$ cat config.mk
export PLATFORM = sky130hd
export DESIGN_NAME = pgms_quat_front
export DESIGN_NICKNAME = d
export VERILOG_FILES = /design/src/rtl/pgms_pkg.sv /design/src/rtl/pgms_quat_front.sv
export SDC_FILE = /design/constraint.sdc
export NUM_CORES = 2
export LEC_CHECK = 0
export BUFFER_PORTS_ARGS = -buffer_cell sky130_fd_sc_hd__buf_2
export CORE_MARGIN = 4
export CORE_UTILIZATION = 55
export CTS_BUF_LIST = sky130_fd_sc_hd__clkbuf_8 sky130_fd_sc_hd__clkbuf_16
export DETAILED_ROUTE_END_ITERATION = 12
export PLACE_DENSITY = 0.72
export SLEW_MARGIN = 20
export SYNTH_ARGS = -nofsm -noshare
export SYNTH_HDL_FRONTEND = slang
export SYNTH_SLANG_ARGS = --single-unit
$ cat constraint.sdc
create_clock -name clk -period 6 [get_ports clk]
set_clock_uncertainty 0.2 [all_clocks]
set_input_delay 1.2 -clock clk [delete_from_list [all_inputs] [get_ports clk]]
set_output_delay 1.2 -clock clk [all_outputs]
set_load 0.02 [all_outputs]
$ cat src/rtl/pgms_pkg.sv
// Shared types and constants for the pose geofence mode selector.
// Holds the CORDIC arctangent table, the rotation gain and the register index codes.
// No dependencies.
`default_nettype none

package pgms_pkg;

    // Internal angles are fractions of a turn in this many bits
    localparam int TURN_BITS = 32;

    // CORDIC rotation gain 1/K in Q30
    localparam logic signed [33:0] CORDIC_GAIN_Q30 = 34'sd652032874;

    // Quarter turn and the Q2.28 unit used by the quaternion terms
    localparam logic signed [33:0] QUARTER_TURN = 34'sd1073741824;
    localparam logic signed [33:0] ONE_Q28      = 34'sd268435456;

    // Configuration register indexes
    typedef enum logic [2:0] {
        REG_OFFSET_X       = 3'd0,
        REG_OFFSET_Y       = 3'd1,
        REG_OFFSET_ANGLE   = 3'd2,
        REG_X_BOUNDS       = 3'd3,
        REG_Y_BOUNDS       = 3'd4,
        REG_TARGET_HEADING = 3'd5,
        REG_HEADING_TOL    = 3'd6,
        REG_LEG_AND_SPIN   = 3'd7
    } cfg_reg_t;

    // atan(2^-i) in units of 2^-32 turn
    function automatic logic [TURN_BITS-1:0] atan_lut(input int idx);
        logic [TURN_BITS-1:0] val;
        case (idx)
            0:       val = 32'd536870912;
            1:       val = 32'd316933406;
            2:       val = 32'd167458907;
            3:       val = 32'd85004756;
            4:       val = 32'd42667331;
            5:       val = 32'd21354465;
            6:       val = 32'd10679838;
            7:       val = 32'd5340245;
            8:       val = 32'd2670163;
            9:       val = 32'd1335087;
            10:      val = 32'd667544;
            11:      val = 32'd333772;
            12:      val = 32'd166886;
            13:      val = 32'd83443;
            14:      val = 32'd41722;
            15:      val = 32'd20861;
            16:      val = 32'd10430;
            17:      val = 32'd5215;
            18:      val = 32'd2608;
            19:      val = 32'd1304;
            20:      val = 32'd652;
            21:      val = 32'd326;
            22:      val = 32'd163;
            23:      val = 32'd81;
            default: val = 32'd0;
        endcase
        return val;
    endfunction

endpackage

`default_nettype wire

$ cat src/rtl/pgms_quat_front.sv
// Quaternion front end: forms the yaw atan2 operands and the gimbal lock test.
// Two register stages (products, then sums). Depends on pgms_pkg.
`default_nettype none

module pgms_quat_front
    import pgms_pkg::*;
#(
    parameter int POS_BITS = 20
)
(
    input  wire logic                       clk,
    input  wire logic                       rst_n,
    input  wire logic                       adv,
    input  wire logic                       in_valid,
    input  wire logic signed [POS_BITS-1:0] odom_x,
    input  wire logic signed [POS_BITS-1:0] odom_y,
    input  wire logic signed [15:0]         quat_x,
    input  wire logic signed [15:0]         quat_y,
    input  wire logic signed [15:0]         quat_z,
    input  wire logic signed [15:0]         quat_w,
    output logic                            out_valid,
    output logic signed [33:0]              num,
    output logic signed [33:0]              den,
    output logic                            yaw_ok,
    output logic signed [POS_BITS-1:0]      px,
    output logic signed [POS_BITS-1:0]      py
);

    logic                       va_reg;
    logic signed [31:0]         pxy_reg, pwz_reg, pyy_reg, pzz_reg, pxz_reg, pwy_reg;
    logic signed [POS_BITS-1:0] pxa_reg, pya_reg;

    logic                       vb_reg;
    logic signed [33:0]         num_reg, den_reg;
    logic                       ok_reg;
    logic signed [POS_BITS-1:0] pxb_reg, pyb_reg;

    logic signed [33:0]         num_next, den_next, m20_next;
    logic                       ok_next;

    // Stage A valid
    always_ff @(posedge clk or negedge rst_n)
    begin
        if (!rst_n)
            va_reg <= 1'b0;
        else if (adv)
            va_reg <= in_valid;
    end

    // Stage A: quaternion products
    always_ff @(posedge clk)
    begin
        if (adv)
        begin
            pxy_reg <= quat_x * quat_y;
            pwz_reg <= quat_w * quat_z;
            pyy_reg <= quat_y * quat_y;
            pzz_reg <= quat_z * quat_z;
            pxz_reg <= quat_x * quat_z;
            pwy_reg <= quat_w * quat_y;
            pxa_reg <= odom_x;
            pya_reg <= odom_y;
        end
    end

    // Sums of products and gimbal lock test
    always_comb
    begin
        num_next = (34'(pxy_reg) + 34'(pwz_reg)) <<< 1;
        den_next = ONE_Q28 - ((34'(pyy_reg) + 34'(pzz_reg)) <<< 1);
        m20_next = (34'(pxz_reg) - 34'(pwy_reg)) <<< 1;
        ok_next  = (m20_next < ONE_Q28) && (m20_next > -ONE_Q28);
    end

    // Stage B valid
    always_ff @(posedge clk or negedge rst_n)
    begin
        if (!rst_n)
            vb_reg <= 1'b0;
        else if (adv)
            vb_reg <= va_reg;
    end

    // Stage B payload
    always_ff @(posedge clk)
    begin
        if (adv)
        begin
            num_reg <= num_next;
            den_reg <= den_next;
            ok_reg  <= ok_next;
            pxb_reg <= pxa_reg;
            pyb_reg <= pya_reg;
        end
    end

    assign out_valid = vb_reg;
    assign num       = num_reg;
    assign den       = den_reg;
    assign yaw_ok    = ok_reg;
    assign px        = pxb_reg;
    assign py        = pyb_reg;

endmodule

`default_nettype wire

==> summary.md <==
| Metric | Value |
|---|---|
| Slew headroom | 0.346 |
| EDFF count, synth | 337 |
| DRC marker count from the first detailed-route iteration | approximately 3600 |
| Initial antenna violation count | 12 |
| RSZ-0062 raised after global routing | true |
| R2R setup slack | 1.18 ns |
| Vias in the first global route | around 60000 |
| Max Clock Freq | 144 MHz |
| Worst hold path class | in2async |
| Max incr delay on CP | ~0.52 ns |
| Status | finished, violations left |
| Wire length per cell | 18.4 microns |
| Routed wire length | 192000 microns |
| Max Cap Violations | 0 |
| Fraction of registers with async set/reset | 0.00590 |
| Vias per inst | 5.28 |
| Reg clk slew, reported paths | 0.06 ns |
| Fin worst setup slack | -0.941 ns |
| Total track usage | 0.276 |
| Post-CTS Hold Fix Bufs | 0 |
| Fill count | approximately 9400 |
| Sink Count | 339 |
| R2R Path End | yaw_ok |
| Failing checks | setup timing |
| Area contributors post-synth | fa_1 (42%), edfxtp_1 (14%), ha_1 (10%) |
| Reg2Reg Launch Point | pxz_reg[0] |
| Worst Setup Path Type | in2reg |
| Final Wtd Congestion | 0.903 |
| Worst-Margin Slew | 0.956 ns |
| PortBufs | between 200 and 250 |
| YS warnings | 0 |
| Setup Viol. Count Final | 103 |
| CTS tree | yes |
| Syn_area_per_cell | 9.76 sq um |
| Total grt overflow | 0 |
| Most frequent CP cell | fa_1 |
| Row cnt | between 100 and 150 |
| CP Launch Type | input pin |
| Post-synth top area cell | fa_1 |
| Crit path DAT | 7.18 ns |
| Antenna-violating nets left | 0 |
| Post-Syn Area | 73100 sq um |
| CP max FO | 7 |
| Final net count | 10900 |
| Ys flop type | edfxtp_1 |
| Count of cell types in the netlist | 98 |
| Seq/Total Area, Yosys | 0.139 |
| Final hold vios | 0 |
| Die height | 372 microns |
| Setup tns final | -51.77 ns |
| Largest net degree at the start of global routing | 109 |
| CTS buffer count | 40 |
| Critical path capture point type | flop |
| First-pass GRT wire length | approximately 300000 microns |
| Drt pass-1 iters | 6 |
| Mapped Cells | 7485 |
| Initial core utilization | 0.555 |
| Req. time, crit path | 6.24 ns |
| Tmin final | 6.94 ns |
| Synthesis-to-finish area growth | 24.9% |
| R2R depth | 13 |
| Max-slew violations | 0 |
| Crit-path slowest cell | fa_1 |
| Bufs on Longest Clock Path | 3 |
| Flop and latch count out of synthesis | 339 |
| Share of layout cells above drive strength 1 | 0.250 |
| Die area | 139000 sq um |
| Via count | roughly 55000 |
| Fin crit share | 1.16 |
| Core area | 132000 sq um |
| Residual DRC | 0 |
| CTS root buf | clkbuf_16 |
| IO Pins | 218 |
| Die X | 372 microns |
| Worst skew pair latency | 0.63 ns |
| H-tree depth | 2 |
| Final HPWL DP | around 150000 microns |
| Post-synth top area share | 0.416 |
==> critical path: cells and delay by family <==
| kind | cells | cell delay, ns |
|---|---|---|
| AND/OR/NAND/NOR | 2 | 0.62 |
| adder cells (fa/ha/maj) | 7 | 3.14 |
| AO/OA/AOI/OAI | 8 | 1.56 |
| buffers and inverters | 8 | 0.66 |
==> metal layers <==
metal | up-vias | track usage | part of all wire
met1 | 28000 | 0.346 | 0.38
met3 | 394 | 0.0409 | 0.066
met2 | 1693 | 0.476 | 0.50
li1 | 25000 | - | -
met5 | - | 0 | 0.00021
met4 | 6 | 0.124 | 0.055
==> layout by cell type, fill, tap and decap left out, types with 32 or more instances in the layout <==
master | Yosys | routed
inv_1 | 1838 | 1756
fa_1 | 1517 | 1417
buf_4 | 3 | 969
nand2_1 | 728 | 678
ha_1 | 608 | 542
and2_1 | 561 | 508
edfxtp_1 | 337 | 337
xnor2_1 | 248 | 218
nor2_1 | 236 | 194
buf_2 | 2 | 162
a21oi_1 | 199 | 121
buf_6 | 5 | 119
a21o_1 | 108 | 108
fa_2 | 0 | 100
buf_12 | 0 | 92
o21ai_0 | 115 | 81
inv_2 | 0 | 78
a21oi_2 | 1 | 63
ha_4 | 0 | 60
xor2_1 | 69 | 57
and2_4 | 0 | 52
nand2b_1 | 55 | 50
clkbuf_16 | 0 | 48
nand3_1 | 52 | 43
nor3_1 | 43 | 39
buf_8 | 0 | 33
o21bai_1 | 35 | 32
==> logic make-up (layout without fill, tap and decap cells) <==
logic type / after synthesis / count (layout) / share of synthesized area
simple gates: 1853 / 1853 / 0.126
compound gates: 693 / 693 / 0.0635
flops: 339 / 339 / 0.139
mux: 21 / 21 / 0.00303
other cells: 1 / 12 / 0.0000513
xor+xnor: 317 / 317 / 0.0380
fa+ha+maj: 2125 / 2125 / 0.520
buf+inv: 2136 / 3309 / 0.111
==> final cells by class <==
cell class,count,area [sq um],area share
tap,1755,2200,0.0241
multi-input combinational,5011,58200,0.637
sequential,339,10200,0.111
inverter,1838,6930,0.0760
clock inverter,32,350,0.00384
antenna,10,25.0,0.000274
timing repair buffer,1398,12400,0.136
clock buffer,41,1030,0.0112
==> metrics by stage <==
step | hold slack [ns] | setup slack (ns) | cells | util | area, sq um
floorplan | 0.200 | -1.37 | 7486 | - | 74900
global placement | 0.200 | -1.74 | 10200 | 0.642 | 84400
detailed placement | 0.205 | -1.73 | 10200 | 0.642 | 84400
CTS | 0.123 | -0.934 | 10400 | 0.675 | 88800
global route | 0.145 | -1.06 | 10400 | 0.693 | 91200
finish | 0.167 | -0.941 | 10400 | 0.693 | 91200
==> timing repair <==
item	in CTS	in global routing
endpoints found under the setup margin	113	114
setup buffers	99	106
pin swaps	208	272
cloned	9	7
resized for setup	509	442
==> Yosys cell counts, types with 26 or more instances <==
library cell and count:
edfxtp_1 337, xnor2_1 248, a21o_1 108, and2_1 561, o21bai_1 35, nor2b_1 26, a31oi_1 27, clkbuf_1 278
ha_1 608, inv_1 1838, and3_1 34, a21oi_1 199, xor2_1 69, fa_1 1517, nor2_1 236, nand2b_1 55
nand3_1 52, o21a_1 29, a211oi_1 27, nor3_1 43, o21ai_0 115, nand2_1 728
==> worst max-delay path by stage <==
stage | start | endpoint | slack (ns) | cells after the start
after floorplan | quat_y[3] | pwy_reg[30] | -1.37 | 20
after detailed placement | quat_w[7] | pwy_reg[30] | -1.73 | 24
after CTS | quat_w[7] | pwy_reg[30] | -0.93 | 21
final | quat_w[7] | pwy_reg[30] | -0.94 | 25
after global routing | quat_w[7] | pwy_reg[30] | -1.06 | 25
after global placement | quat_w[7] | pwy_reg[30] | -1.74 | 24
Power is not shown: default switching activity piles up to over one toggle a cycle in this logic, so the estimate is an artifact.
